### src/rtl/mrt_pkg.sv
// Shared types, operation and status codes for the mapping region table.
package mrt_pkg;

   localparam logic [2:0] KIND_CLEAR      = 3'd0;
   localparam logic [2:0] KIND_ADD_ENTRY  = 3'd1;
   localparam logic [2:0] KIND_ADD_MEMORY = 3'd2;
   localparam logic [2:0] KIND_ADD_KMMAP  = 3'd3;
   localparam logic [2:0] KIND_READ       = 3'd4;

   localparam logic [2:0] STATUS_OK       = 3'd0;
   localparam logic [2:0] STATUS_FULL     = 3'd1;
   localparam logic [2:0] STATUS_ALIGN    = 3'd2;
   localparam logic [2:0] STATUS_OVERLAP  = 3'd3;
   localparam logic [2:0] STATUS_NOSPACE  = 3'd4;
   localparam logic [2:0] STATUS_BADIDX   = 3'd5;

   localparam logic [1:0] CSR_KERNEL_BASE = 2'd0;
   localparam logic [1:0] CSR_KMAP_START  = 2'd1;
   localparam logic [1:0] CSR_RESV_START  = 2'd2;

   localparam logic [31:0] KERNEL_BASE_RST = 32'h8000_0000;
   localparam logic [31:0] KMAP_START_RST  = 32'hC000_0000;
   localparam logic [31:0] RESV_START_RST  = 32'hF000_0000;

   // Request token that walks the cell row, one cell per cycle.
   typedef struct packed {
      logic [2:0]  kind;
      logic [2:0]  status;    // result of the checks done before launch
      logic        hit;       // overlap seen in an earlier cell
      logic [3:0]  index;
      logic [31:0] phys;
      logic [31:0] virt;
      logic [31:0] len;
      logic        rtype;
      logic [32:0] vend;      // virt + len, 33 bits
      logic [31:0] rd_phys;
      logic [31:0] rd_virt;
      logic [31:0] rd_len;
      logic        rd_type;
   } token_type;

   function automatic logic kind_is_add(input logic [2:0] kind);
      return kind inside {KIND_ADD_ENTRY, KIND_ADD_MEMORY, KIND_ADD_KMMAP};
   endfunction

endpackage

### src/rtl/mrt_cell.sv
// One table slot: holds an entry, checks overlap and serves reads as the token passes.
module mrt_cell
   import mrt_pkg::*;
#(
   parameter int INDEX = 0,
   parameter int CW    = 5
) (
   input  logic          clock,
   input  logic          reset,
   input  logic [CW-1:0] count,
   input  logic          in_valid,
   input  token_type     in_tok,
   output logic          out_valid,
   output token_type     out_tok
);

   localparam logic [CW-1:0] MY_SLOT = CW'(INDEX);

   logic [31:0] e_phys_ff;
   logic [31:0] e_virt_ff;
   logic [31:0] e_len_ff;
   logic [32:0] e_end_ff;
   logic        e_type_ff;

   logic        valid_ff;
   token_type   tok_ff;
   token_type   tok_in;

   logic        occupied;
   logic        meet;
   logic        wr;
   logic        rd;
   logic        is_add;

   assign occupied = MY_SLOT < count;
   assign is_add   = kind_is_add(in_tok.kind);

   assign meet = occupied && (in_tok.len != 32'd0) && (e_len_ff != 32'd0) &&
                 ({1'b0, in_tok.virt} < e_end_ff) && ({1'b0, e_virt_ff} < in_tok.vend);

   // All occupied slots sit before the first free one, so hit is complete here.
   assign wr = in_valid && is_add && (in_tok.status == STATUS_OK) && !in_tok.hit &&
               (count == MY_SLOT);

   assign rd = in_valid && (in_tok.kind == KIND_READ) && occupied &&
               (int'(in_tok.index) == INDEX);

   always_comb begin
      tok_in = in_tok;
      if (is_add && meet) begin
         tok_in.hit = 1'b1;
      end
      if (rd) begin
         tok_in.rd_phys = e_phys_ff;
         tok_in.rd_virt = e_virt_ff;
         tok_in.rd_len  = e_len_ff;
         tok_in.rd_type = e_type_ff;
      end
   end

   always_ff @(posedge clock) begin
      if (reset) begin
         valid_ff <= 1'b0;
      end else begin
         valid_ff <= in_valid;
      end
   end

   always_ff @(posedge clock) begin
      tok_ff <= tok_in;
      if (wr) begin
         e_phys_ff <= in_tok.phys;
         e_virt_ff <= in_tok.virt;
         e_len_ff  <= in_tok.len;
         e_end_ff  <= in_tok.vend;
         e_type_ff <= in_tok.rtype;
      end
   end

   assign out_valid = valid_ff;
   assign out_tok   = tok_ff;

endmodule

### config.mk
export PLATFORM = sky130hd
export DESIGN_NAME = mrt_cell
export DESIGN_NICKNAME = d
export VERILOG_FILES = /design/src/rtl/mrt_pkg.sv /design/src/rtl/mrt_cell.sv
export SDC_FILE = /design/constraint.sdc
export NUM_CORES = 1
export LEC_CHECK = 0
export ABC_AREA = 1
export BUFFER_PORTS_ARGS = -buffer_cell sky130_fd_sc_hd__buf_2
export CORE_AREA = 2 2 188 190
export DETAILED_ROUTE_END_ITERATION = 6
export DIE_AREA = 0 0 190 192
export GPL_ROUTABILITY_DRIVEN = 0
export PLACE_DENSITY = 0.76
export REMOVE_ABC_BUFFERS = 1
export SLEW_MARGIN = 20
export SYNTH_ARGS = -nofsm -noshare
export SYNTH_HDL_FRONTEND = slang
export SYNTH_SLANG_ARGS = --single-unit
### constraint.sdc
create_clock -name clock -period 10.5 [get_ports clock]
set_input_delay 0 -clock clock [delete_from_list [all_inputs] [get_ports clock]]
set_output_delay 0 -clock clock [all_outputs]
set_load 0.01 [all_outputs]
# After elaboration in Yosys (flattened, before gate mapping)
# Index checks and enable logic that the tools add are counted.
[totals]
regBits = 369
out_inout_bits = 239
elab_cells = 46
[classes]
magnitude_cmp = 3
n_eq_ne = 4
n_mux = 1
n_reduce_logical = 19
[ops]
columns = ["op", "n"]
rows = [
  ["$mux W97", 1],
  ["$lt A32 B33 Y1", 2],
  ["$reduce_bool A32 Y1", 2],
  ["$logic_and A1 B1 Y1", 12],
  ["$eq A3 B2 Y1 const B", 2],
  ["$logic_not A5 Y1", 1],
  ["$lt A1 B5 Y1 const A", 1],
  ["$logic_not A4 Y1", 1],
  ["$eq A3 B1 Y1 const B", 1],
  ["$eq A3 B3 Y1 const B", 1],
  ["$logic_not A3 Y1", 1],
  ["$reduce_bool A3 Y1", 1],
  ["$logic_not A1 Y1", 1],
]

# Longest topological paths before layout
# Gate-level depths: netlist of the first run.
[logic_depth]
depth_word = 6
ltp_mapped = 15

# Least setup slack after synthesis of the first run
# OpenSTA, ideal clock, no wires.
[synth_timing]
path_kind = "input port to flip-flop"
startpoint = "in count[2]"
endpoint = "reg e_end_ff[0], enable pin"
setup_ns = 0.780
t_arrival_ns = 9.108
required_ns = 9.720
path_slack_ns = 0.612
path_stages = 3
n_path_buf = 0
cell_sequence = "nor3_1 -> nand2_1 -> nor3_1"
[synth_between]
elab_chain_len = 2
[synth_rtl]
columns = ["element", "line_no", "rtl"]
rows = [
  ["start, declared", "mrt_cell.sv:10", "input logic [CW-1:0] count,"],
  ["$logic_not A5 Y1", "mrt_cell.sv:43", "(count == MY_SLOT);"],
  ["$logic_and A1 B1 Y1", "mrt_cell.sv:42", "assign wr = in_valid && is_add && (in_tok.status == STATUS_OK) && !in_tok.hit &&"],
  ["named net wr", "mrt_cell.sv:31", "logic wr;"],
  ["end signal, assigned", "mrt_cell.sv:75", "e_end_ff <= in_tok.vend;"],
  ["end, declared", "mrt_cell.sv:22", "logic [32:0] e_end_ff;"],
]
# The timed path passes the listed nets, and every way through them passes these cells.
# A chain may end at the register's enable or synchronous reset.

==> run summary, run 1 <==
DIE
------------------------------------------------------------------------------------------
Starting Density                                                                     0.357
Rows                                                                                    68
Die extent in y                                                                     192 um
Core area                                                                      34300 sq um
Number of placed I/O pins                                                              485
Area of the die                                                                36500 sq um
Horizontal die dimension                                                            190 um

TIMING
------------------------------------------------------------------------------------------
Maximum achievable frequency                                                       357 MHz
Post-route clock skew                                                            0.0136 ns
Final Hold Viols                                                                         0
Actual transition at the worst max-transition pin                                 0.728 ns
Final sum of negative setup slack                                                     0 ns
RSZ-0062 raised after global routing                                                 false
Fin crit share                                                                       0.267
Pins Over Slew Limit                                                                     0
Post-layout minimum cycle time                                                     2.80 ns
Count of final setup violators                                                           0
Slew Limit Headroom                                                                  0.515

GLOBAL ROUTE
------------------------------------------------------------------------------------------
Total global routing overflow                                                            0
Via count of the first global-routing pass                                           10300
Maximum number of pins on one net before global-route repair                            80
Number of antenna violations at the first check in global routing                        3
Total routing resource utilization after global routing                              0.207
First-pass GRT wire length                                                         56.4 mm

CRITICAL PATH
------------------------------------------------------------------------------------------
Depth of the worst register-to-register path                                            10
CP dominant cell by count                                                            buf_4
Library cell contributing the largest single delay on the critical path       dlygate4sd3_1
Top fanout value on the critical path                                                   43
Startpoint-to-endpoint class of the critical path                             input pin to flop
Startpoint of the worst-slack reg-to-reg timing path                          e_virt_ff[16]
Worst path max stage delay                                                         0.55 ns
Arrival time worst endpoint                                                        3.22 ns
Worst-case register-to-register setup slack                                        8.72 ns
Critical path launch point type                                                  input pin
Crit path capture type                                                                flop
Required time at the worst-slack endpoint                                         10.91 ns
RR Endpoint                                                                   out_tok[231]
Crit-path cells                                                               dlygate4sd3_1 -> buf_2 -> nor4_1 -> nand3_4 -> buf_4 -> buf_4 -> mux2_4

MIN PATH
------------------------------------------------------------------------------------------
Cell depth of the worst hold path                                                        2
Class of the tightest hold or removal check                                   input pin to flop
Hold Path End                                                                 out_tok[209]
Worst hold start                                                               in_tok[209]

CELLS AND AREA
------------------------------------------------------------------------------------------
Most frequent cells in the layout                                             484 x buf_2, 241 x dlygate4sd3_1, 239 x dfxtp_1
Most frequent standard cell in the layout excluding fill and tap cells               buf_2
Sequential cell area                                                            8690 sq um
Final core utilization                                                               0.549
Area used by multi-input combinational logic                                    3060 sq um
Fraction of layout cells with a size suffix above 1                                  0.378
Filler instances                                                                      2639
Area delta synth->final                                                              53.7%
Layout net count                                                                      1945

PLACE
------------------------------------------------------------------------------------------
Post-detail-place hpwl                                                             25.2 mm
Number of port buffers                                                                 484

CLOCKING
------------------------------------------------------------------------------------------
Number of buffers on the longest clock path                                              3
Clock edge transition at the registers on the reported setup and hold paths        0.06 ns
Number of clock sinks                                                                  369
Hold Buf Count CTS                                                                     241
CTS H-tree lvls                                                                          2
Post-CTS resize count                                                                    0
Clock buffers created by TritonCTS                                                      37
Clock latency of the later-clocked register in the worst-skew pair                 0.54 ns
CTS tree                                                                              done
CTS root buf                                                                     clkbuf_16
Post-CTS Setup Repair Bufs                                                               0

LOGIC SYNTHESIS
------------------------------------------------------------------------------------------
Synthesized-area fraction occupied by ao, oa, aoi and oai cells                     0.0192
Adder-Cell Fraction of Synth Area                                                   0.0634
Summed instance area of the synthesized netlist                                12200 sq um
Area share of and/or/nand/nor cells after synthesis                                 0.0663
Cell taking the most area after synthesis                                          dfxtp_1
Ranking of synthesized cells by area                                          dfxtp_1 39%, edfxtp_1 32%, mux2_4 9.1%
Mean post-synth cell area                                                       13.9 sq um
Combinational family with the most area after synthesis                       multiplexers
Xor/xnor share of the synthesized area                                                   0
Ys Warns                                                                                 0
Post-synthesis sequential area ratio                                                 0.710
Proportion of synthesized area in mux cells                                          0.100
Share of Yosys cell area claimed by the top area cell type                           0.391
Register bit total from synthesis                                                      369
Unique masters post-synth                                                               22
Syn Inst Count                                                                         880

DETAILED ROUTING
------------------------------------------------------------------------------------------
Average via count per standard cell                                                   4.44
Pre-Repair DR Iteration Count                                                            5
Antenna viol nets, final                                                                 0
Post-detailed-route wirelength per cell                                            18.4 um
WL final                                                                           39.1 mm
Remaining DRCs                                                                           0
Initial detailed-routing violation count                                               272
Vias                                                                                  9423

POWER
------------------------------------------------------------------------------------------
Leakage power                                                                      8.95 nW
Power per cell area                                                            166 nW/um^2
VDD IR max                                                                          125 uV

RUN STATUS
------------------------------------------------------------------------------------------
Outcome                                                                       finished clean

FLOW RUN
------------------------------------------------------------------------------------------
Max-cap violations                                                                       0

## flip-flops by register name, summed over array words and instances, names as in the netlist
signal and flops:
e_virt_ff 32, e_len_ff 32, out_tok 238, out_valid 1
e_end_ff 33, e_type_ff 1, e_phys_ff 32
## kinds of logic after synthesis
family,Yosys count
multiplexers,84
buffers and inverters,117
adder cells (fa/ha/maj),62
AND/OR/NAND/NOR,204
flip-flops,369
AO/OA/AOI/OAI,44
## metrics by stage
stage | total power [mW] | setup WS, ns | hold slack [ns] | std cells | cell area (sq um)
after global routing | 3.23 | 7.41 | 0.108 | 2123 | 18800
after detailed placement | 1.78 | 7.51 | 0.116 | 1811 | 15200
final | 3.13 | 7.70 | 0.122 | 2124 | 18800
after CTS | 3.14 | 7.61 | 0.0678 | 2119 | 18800
after global placement | 1.77 | 7.51 | 0.118 | 1811 | 15200
after floorplan | 1.65 | 0.612 | 0.0277 | 868 | 12100
## power by group
part | leakage [nW] | internal, mW | switching, mW | total [mW]
clock network | 0.586 | 0.754 | 0.545 | 1.30
logic | 5.18 | 0.158 | 0.129 | 0.288
registers | 3.18 | 1.53 | 0.0150 | 1.54
total | 8.95 | 2.44 | 0.689 | 3.13
## Yosys cell counts (all sizes together)
cell	number
nor3	12
a21oi	20
mux2	84
a21boi	2
inv	105
nand4	6
clkbuf	1
nand2	117
o21bai	1
nor2	57
a21o	2
edfxtp	130
ha	62
nand3	11
buf	11
o21a	1
o21ai	18
dfxtp	239
nor4	1
## final cells by class
cell class                 instances  share of cell area
multi-input combinational        394               0.163
clock inverter                     9             0.00452
antenna                            4            0.000532
timing repair buffer             730               0.260
sequential                       369               0.462
inverter                         105              0.0210
tap                              455              0.0303
clock buffer                      58              0.0589
## how the worst max path moves through the flow
stage               depth (start not counted)           to  slack [ns]        start
finish                                      7  out_tok[95]        7.70  in_tok[228]
global route                                7  out_tok[95]        7.41  in_tok[228]
CTS                                         7  out_tok[74]        7.61  in_tok[228]
detailed placement                          6  out_tok[53]        7.51  in_tok[228]
global placement                            6  out_tok[46]        7.51  in_tok[228]
floorplan                                   3  e_end_ff[0]        0.61     count[2]
## critical path, delay by kind of cell
kind | cells | cell delay [ns]
buffers and inverters | 4 | 1.65
multiplexers | 1 | 0.39
AND/OR/NAND/NOR | 2 | 1.08
## metal layers
metal	GRT usage	vias up	share of wire
met3	0.0470	114	0.065
met5	0	-	0
met1	0.215	4430	0.37
met4	0.115	0	0.046
met2	0.384	432	0.52
li1	-	4447	-
(Power assumes the default switching activity.)
==> run 2: changes to the inputs <==
--- a/config.mk
+++ b/config.mk
@@ -7,11 +7,11 @@
 export LEC_CHECK = 0
 export ABC_AREA = 1
 export BUFFER_PORTS_ARGS = -buffer_cell sky130_fd_sc_hd__buf_2
-export CORE_AREA = 2 2 188 190
+export CORE_AREA = 2 2 189 191
 export DETAILED_ROUTE_END_ITERATION = 6
-export DIE_AREA = 0 0 190 192
+export DIE_AREA = 0 0 191 193
 export GPL_ROUTABILITY_DRIVEN = 0
-export PLACE_DENSITY = 0.76
+export PLACE_DENSITY = 0.73
 export REMOVE_ABC_BUFFERS = 1
 export SLEW_MARGIN = 20
 export SYNTH_ARGS = -nofsm -noshare
==> constraint.sdc (replaced) <==
create_clock -name clock -period 2.8 [get_ports clock]
set_input_delay 0 -clock clock [delete_from_list [all_inputs] [get_ports clock]]
set_output_delay 0 -clock clock [all_outputs]
set_load 0.01 [all_outputs]
==> run 2 against run 1 <==
Net effect:
- power grew to 3.8 times the previous value
- routed wire length decreased by 5.7%
- via count shrank 2.5%
- sequential cell count stayed put
- register-to-register slack lost 7.8 ns
- first-iteration DRC count is 14% lower
- critical path depth shrank 1
- clock skew is 0.0033 ns lower
- worst hold slack worse by 0.082 ns
- cell count is 0.24% higher
- non-clock buffer count fell by 2
- largest cell class unchanged
- highest routed layer is now met5
==> run summary, run 2 (same netlist as run 1, synthesis figures left out) <==
DETAILED ROUTING
------------------------------------------------------------------------------------------
Vias                                                                                  9192   was 9423
Average via count per standard cell                                                   4.32   was 4.44
Pre-Repair DR Iteration Count                                                            5   unchanged
Post-detailed-route wirelength per cell                                            17.3 um   was 18.4 um
Initial detailed-routing violation count                                               233   was 272
WL final                                                                           36.9 mm   was 39.1 mm
Remaining DRCs                                                                           0   unchanged
Antenna viol nets, final                                                                 0   unchanged

CRITICAL PATH
------------------------------------------------------------------------------------------
Number of buffer and inverter stages on the critical path                                3   was 4
Required time at the worst-slack endpoint                                          3.22 ns   was 10.91 ns
Worst-case register-to-register setup slack                                        0.97 ns   was 8.72 ns
Worst path max stage delay                                                         0.55 ns   about the same
Top fanout value on the critical path                                                   26   was 43
Destination of the critical timing path                                        out_tok[47]   was out_tok[95]
Startpoint-to-endpoint class of the critical path                             input pin to flop   unchanged
Arrival time worst endpoint                                                        2.30 ns   was 3.22 ns
Category of cells accounting for the largest share of critical-path delay     buffers and inverters   unchanged
Critical path launch point type                                                  input pin   unchanged
Crit path capture type                                                                flop   unchanged
Depth of the worst register-to-register path                                            10   unchanged
Launch point of the critical path                                              in_tok[228]   unchanged
Crit-path cells                                                               dlygate4sd3_1 -> buf_2 -> nor4_1 -> nand3_4 -> buf_4 -> mux2_4   was dlygate4sd3_1 -> buf_2 -> nor4_1 -> nand3_4 -> buf_4 -> buf_4 -> mux2_4
Startpoint of the worst-slack reg-to-reg timing path                          e_end_ff[30]   was e_virt_ff[16]
Library cell contributing the largest single delay on the critical path             nor4_1   was dlygate4sd3_1
RR Endpoint                                                                   out_tok[231]   unchanged
Number of stages on the worst setup path                                                 6   was 7

PLACE
------------------------------------------------------------------------------------------
Post-detail-place hpwl                                                             24.4 mm   was 25.2 mm
Placed Area                                                                    15200 sq um   about the same
Number of placed cells counting well taps                                             1817   was 1811
Number of port buffers                                                                 484   unchanged

CELLS AND AREA
------------------------------------------------------------------------------------------
Antenna cell count                                                                       0   was 4
Most frequent standard cell in the layout excluding fill and tap cells               buf_2   unchanged
Most frequent cells in the layout                                             484 x buf_2, 240 x dlygate4sd3_1, 239 x dfxtp_1   was 484 x buf_2, 241 x dlygate4sd3_1, 239 x dfxtp_1
Filler instances                                                                      2710   was 2639
Sequential cell area                                                            8690 sq um   unchanged
Area delta synth->final                                                              54.5%   was 53.7%
Non-filler instance count after layout                                                2129   was 2124
Final core utilization                                                               0.541   was 0.549
Fraction of layout cells with a size suffix above 1                                  0.382   was 0.378
Area used by multi-input combinational logic                                    3060 sq um   unchanged
Flip-flop count of the largest register after layout                                   238   unchanged
Layout net count                                                                      1945   unchanged
Cell area after layout                                                         18900 sq um   was 18800 sq um

POWER
------------------------------------------------------------------------------------------
NetSw                                                                              2.64 mW   was 0.689 mW
Internal power contribution                                                        9.40 mW   was 2.44 mW
Leakage power                                                                      9.00 nW   was 8.95 nW
Switching share of power                                                             0.219   was 0.220
Clock power share                                                                    0.432   was 0.415
Part of the total power dissipated in combinational logic                            0.088   was 0.092
Part of the total power dissipated in sequential elements                            0.480   was 0.493
Power per cell area                                                            637 nW/um^2   was 166 nW/um^2
VDD IR max                                                                          571 uV   was 125 uV

CLOCKING
------------------------------------------------------------------------------------------
Number of buffers on the longest clock path                                              3   unchanged
Number of clock sinks                                                                  369   unchanged
Clock edge transition at the registers on the reported setup and hold paths        0.06 ns   about the same
CTS root buf                                                                     clkbuf_16   unchanged
Post-CTS resize count                                                                    0   unchanged
Post-CTS Setup Repair Bufs                                                               0   unchanged
Clock buffers created by TritonCTS                                                      39   was 37
CTS tree                                                                              done   unchanged
Clock latency of the later-clocked register in the worst-skew pair                 0.53 ns   was 0.54 ns
CTS H-tree lvls                                                                          2   unchanged

GLOBAL ROUTE
------------------------------------------------------------------------------------------
First-pass GRT wire length                                                         52.9 mm   was 56.4 mm
Number of antenna violations at the first check in global routing                        1   was 3
Total routing resource utilization after global routing                              0.192   was 0.207
Via count of the first global-routing pass                                            9654   was 10300
Total global routing overflow                                                            0   unchanged
Maximum number of pins on one net before global-route repair                           131   was 80

DIE
------------------------------------------------------------------------------------------
Core area                                                                      35000 sq um   was 34300 sq um
Area of the die                                                                36900 sq um   was 36500 sq um
Number of placed I/O pins                                                              485   unchanged
Rows                                                                                    69   was 68
Horizontal die dimension                                                            191 um   was 190 um
Starting Density                                                                     0.350   was 0.357
Die extent in y                                                                     193 um   was 192 um

TIMING
------------------------------------------------------------------------------------------
Pins Over Slew Limit                                                                     0   unchanged
Final sum of negative setup slack                                                     0 ns   unchanged
Post-layout minimum cycle time                                                     1.88 ns
Slew Limit Headroom                                                                  0.409   was 0.515
RSZ-0062 raised after global routing                                                 false   unchanged
Actual transition at the worst max-transition pin                                 0.887 ns   was 0.728 ns
Final Hold Viols                                                                         0   unchanged
Count of final setup violators                                                           0   unchanged
Maximum achievable frequency                                                       533 MHz
Post-route clock skew                                                            0.0103 ns   was 0.0136 ns
Fin crit share                                                                       0.670

RUN STATUS
------------------------------------------------------------------------------------------
Outcome                                                                       finished clean   unchanged

FLOW RUN
------------------------------------------------------------------------------------------
Max-cap violations                                                                       0   unchanged

MIN PATH
------------------------------------------------------------------------------------------
Class of the tightest hold or removal check                                   input pin to flop   unchanged

run 2: cell types whose count changed in the layout (fill, tap and decap cells not counted), moves of 2 or more:
cell and change:
clkinvlp_4 +3, diode_2 -4, buf_12 +2, inv_6 +3, buf_4 -2, clkbuf_1 -5, clkbuf_16 +2
run 2: tightest hold or removal path: stages:
cell and delay [ns]:
buf_2 0.11, inv_1 0.07, nor2_1 0.07, nand3_4 0.17
nand2_1 0.06, o21ai_0 0.06
run 2: timing repair:
item                                    CTS  global route
endpoints found under the setup margin    0             0
endpoints found under the hold margin   369             0
hold buffers                            240             0
run 2: power groups by stage:
stage          registers, mW  logic [mW]  clock network (mW)
6_report                5.78        1.06                5.20
2_1_floorplan           5.99       0.192                   0
3_3_place_gp            5.88       0.759                   0
3_5_place_dp            5.89       0.775                   0
5_1_grt                 5.79        1.14                5.53
4_1_cts                 5.77        1.04                5.33
run 2: cell type report:
type	instances	share of cell area
repair buffers	728	0.258
multi-input cells	394	0.162
well taps	461	0.0305
clock buffers	56	0.0609
clock inverters	16	0.00847
inverters	105	0.0208
flip-flops and latches	369	0.459
run 2: layer usage:
layer | track usage | up-vias | routed length, um
met5 | 0 | - | 16
met4 | 0.0886 | 2 | 1320
met3 | 0.0452 | 74 | 2460
met2 | 0.351 | 398 | 18900
met1 | 0.209 | 4267 | 14300
li1 | - | 4451 | -
run 2: metrics by stage:
| step | setup slack (ns) | power (mW) | hold slack [ns] |
|---|---|---|---|
| floorplan | -7.09 | 6.18 | 0.0277 |
| global placement | 0.803 | 6.64 | 0.116 |
| detailed placement | 0.842 | 6.66 | 0.117 |
| finish | 0.924 | 12.0 | 0.0398 |
| CTS | 0.824 | 12.1 | 0.00980 |
| global route | 0.642 | 12.5 | 0.0861 |
run 2: worst min path at each step:
| stage | cells past startpoint | to | startpoint |
|---|---|---|---|
| 2_1_floorplan | 0 | out_tok[100] | in_tok[100] |
| 6_report | 6 | out_tok[33] | in_valid |
| 3_3_place_gp | 1 | out_tok[130] | in_tok[130] |
| 3_5_place_dp | 1 | out_tok[199] | in_tok[199] |
| 4_1_cts | 6 | out_tok[33] | in_valid |
| 5_1_grt | 6 | out_tok[33] | in_valid |
==> run 3: changes to the inputs <==
==> constraint.sdc (replaced) <==
create_clock -name clock -period 1.8 [get_ports clock]
set_input_delay 0 -clock clock [delete_from_list [all_inputs] [get_ports clock]]
set_output_delay 0 -clock clock [all_outputs]
set_load 0.01 [all_outputs]
==> run 3 against run 2 <==
Net effect:
- worst setup slack got worse by 0.85 ns
- sequential share of layout area fell by 0.55 points
- die area did not move
- global-route usage rose by 0.87 points
- via count rose by 2.7%
- register-to-register slack got worse by 0.89 ns
- first-iteration DRC count rose by 65%
- clock skew rose by 0.0019 ns
- largest cell class unchanged
==> run summary, run 3 (same netlist as run 1, synthesis figures left out) <==
CRITICAL PATH
------------------------------------------------------------------------------------------
Startpoint of the worst-slack reg-to-reg timing path                          e_virt_ff[30]   was e_end_ff[30]
Required time at the worst-slack endpoint                                          2.24 ns   was 3.22 ns
CP dominant cell by count                                                          nand2_1
Startpoint-to-endpoint class of the critical path                             flop to flop   was input pin to flop
Critical path launch point type                                                       flop   was input pin
Arrival time worst endpoint                                                        2.16 ns   was 2.30 ns
RR Endpoint                                                                   out_tok[231]   unchanged
Category of cells accounting for the largest share of critical-path delay     simple AND/OR/NAND/NOR gates   was buffers and inverters
Top fanout value on the critical path                                                    2   was 26
Depth of the worst register-to-register path                                            12   was 10
Library cell contributing the largest single delay on the critical path           edfxtp_1   was nor4_1
Number of buffer and inverter stages on the critical path                                2   was 3
Crit-path cells                                                               ha_4 -> nand2_4 -> nor3_4 -> nand2_2 -> inv_2 -> nand2_1 -> nor2_1 -> nand2_1 -> nand2_1 -> inv_1 -> nand3_1 -> nand2_1   was dlygate4sd3_1 -> buf_2 -> nor4_1 -> nand3_4 -> buf_4 -> mux2_4
Crit path capture type                                                                flop   unchanged
Worst path max stage delay                                                         0.44 ns   was 0.55 ns
Worst-case register-to-register setup slack                                        0.08 ns   was 0.97 ns

POWER
------------------------------------------------------------------------------------------
VDD IR max                                                                          931 uV   was 571 uV
Leakage power                                                                      9.12 nW   was 9.00 nW
Power per cell area                                                            974 nW/um^2   was 637 nW/um^2

PLACE
------------------------------------------------------------------------------------------
Pre-CTS WS                                                                       0.0491 ns   was 0.842 ns
Placed Area                                                                    15400 sq um   was 15200 sq um
Number of placed cells counting well taps                                             1833   was 1817
Post-detail-place hpwl                                                             25.4 mm   was 24.4 mm
Number of port buffers                                                                 484   unchanged

CELLS AND AREA
------------------------------------------------------------------------------------------
Flip-flop count of the largest register after layout                                   238   unchanged
Filler instances                                                                      2793   was 2710
Cell area after layout                                                         19100 sq um   was 18900 sq um
Layout net count                                                                      1963   was 1945
Non-filler instance count after layout                                                2150   was 2129
Most frequent standard cell in the layout excluding fill and tap cells               buf_2   unchanged
Fraction of layout cells with a size suffix above 1                                  0.394   was 0.382
Most frequent cells in the layout                                             484 x buf_2, 240 x dlygate4sd3_1, 239 x dfxtp_1   unchanged
Area delta synth->final                                                              56.4%   was 54.5%

CLOCKING
------------------------------------------------------------------------------------------
Clock latency of the later-clocked register in the worst-skew pair                 0.54 ns   was 0.53 ns
CTS root buf                                                                     clkbuf_16   unchanged
CTS H-tree lvls                                                                          2   unchanged
Number of clock sinks                                                                  369   unchanged
Clock buffers created by TritonCTS                                                      40   was 39
CTS tree                                                                              done   unchanged
Clock edge transition at the registers on the reported setup and hold paths        0.06 ns   about the same
Number of buffers on the longest clock path                                              3   unchanged

GLOBAL ROUTE
------------------------------------------------------------------------------------------
Total global routing overflow                                                            0   unchanged
Via count of the first global-routing pass                                           10300   was 9654
Total routing resource utilization after global routing                              0.200   was 0.192
First-pass GRT wire length                                                         55.5 mm   was 52.9 mm
Number of antenna violations at the first check in global routing                        1   unchanged
Maximum number of pins on one net before global-route repair                            82   was 131

DIE
------------------------------------------------------------------------------------------
Area of the die                                                                36900 sq um   unchanged
Die extent in y                                                                     193 um   unchanged
Number of placed I/O pins                                                              485   unchanged
Rows                                                                                    69   unchanged
Core area                                                                      35000 sq um   unchanged
Horizontal die dimension                                                            191 um   unchanged
Starting Density                                                                     0.350   unchanged

DETAILED ROUTING
------------------------------------------------------------------------------------------
Initial detailed-routing violation count                                               385   was 233
WL final                                                                           38.4 mm   was 36.9 mm
Pre-Repair DR Iteration Count                                                            5   unchanged
Remaining DRCs                                                                           0   unchanged
Post-detailed-route wirelength per cell                                            17.9 um   was 17.3 um
Antenna viol nets, final                                                                 0   unchanged
Average via count per standard cell                                                   4.39   was 4.32
Vias                                                                                  9439   was 9192

TIMING
------------------------------------------------------------------------------------------
Actual transition at the worst max-transition pin                                 0.504 ns   was 0.887 ns
Maximum achievable frequency                                                       581 MHz
Slew Limit Headroom                                                                  0.664   was 0.409
Final Hold Viols                                                                         0   unchanged
Worst setup margin                                                               0.0785 ns   was 0.924 ns
RSZ-0062 raised after global routing                                                  true   was false
Post-route clock skew                                                            0.0122 ns   was 0.0103 ns
Pins Over Slew Limit                                                                     0   unchanged
Final sum of negative setup slack                                                     0 ns   unchanged
Count of final setup violators                                                           0   unchanged
Post-layout minimum cycle time                                                     1.72 ns
Fin crit share                                                                       0.956

MIN PATH
------------------------------------------------------------------------------------------
Hold Path End                                                                  out_tok[63]   was out_tok[33]
Cell depth of the worst hold path                                                        5   was 6
Class of the tightest hold or removal check                                   input pin to flop   unchanged
Worst hold start                                                                  in_valid   unchanged

FLOW RUN
------------------------------------------------------------------------------------------
Max-cap violations                                                                       0   unchanged

RUN STATUS
------------------------------------------------------------------------------------------
Outcome                                                                       finished clean   unchanged

run 3: cell count changes in the layout (fill, tap and decap cells not counted), moves of 3 or more:
cell / previous run / this run
clkbuf_8: 7 / 3
clkbuf_1: 8 / 5
buf_4: 2 / 14
clkinv_1: 1 / 4
clkinv_2: 3 / 7
buf_12: 2 / 7
nor3_1: 11 / 8
run 3: worst min-delay path: stages:
cell	delay (ns)
buf_2	0.11
inv_1	0.06
nor2_1	0.07
nand3_4	0.17
mux2_4	0.18
run 3: metrics by stage:
step / hold WS, ns / utilization / total power [mW]
global route: 0.0871 / 0.547 / 19.3
global placement: 0.115 / 0.440 / 10.3
CTS: 0.0388 / 0.546 / 18.8
finish: 0.0797 / 0.548 / 18.6
detailed placement: 0.117 / 0.440 / 10.4
floorplan: 0.0277 / - / 9.62
run 3: final cells by class:
type	count	area, sq um	area share
sequential	369	8690	0.454
timing repair buffer	745	5070	0.265
multi-input combinational	394	3120	0.163
clock buffer	51	1140	0.0593
tap	461	577	0.0301
inverter	105	394	0.0206
clock inverter	23	151	0.00791
antenna	2	5.00	0.000261
run 3: layer usage:
metal,up-vias,track usage,share of wire
li1,4493,-,-
met1,4448,0.214,0.37
met2,406,0.367,0.51
met3,92,0.0494,0.070
met4,0,0.100,0.042
met5,-,0,0
run 3: power breakdown:
group / leakage (nW) / switching, mW / internal [mW] / total, mW
registers: 3.18 / 0.0852 / 8.91 / 8.99
logic: 5.29 / 0.744 / 0.931 / 1.68
clock network: 0.642 / 3.43 / 4.54 / 7.97
total: 9.12 / 4.26 / 14.4 / 18.6
run 3: worst max path at each step:
stage / start / to / slack, ns / cells after the start
after detailed placement: e_virt_ff[31] / out_tok[231] / 0.05 / 12
after global placement: e_virt_ff[31] / out_tok[231] / 0.06 / 12
final: e_virt_ff[30] / out_tok[231] / 0.08 / 12
after floorplan: count[2] / e_end_ff[0] / -8.09 / 3
after CTS: e_virt_ff[30] / out_tok[231] / 0.03 / 12
after global routing: e_virt_ff[30] / out_tok[231] / -0.06 / 12
run 3: timing repair:
item / 4_1_cts / 5_1_grt
hold buffers: 240 / 0
setup endpoints to repair: 0 / 1
resized for setup: 0 / 12
buffers inserted: 0 / 1
endpoints found under the hold margin: 369 / 0
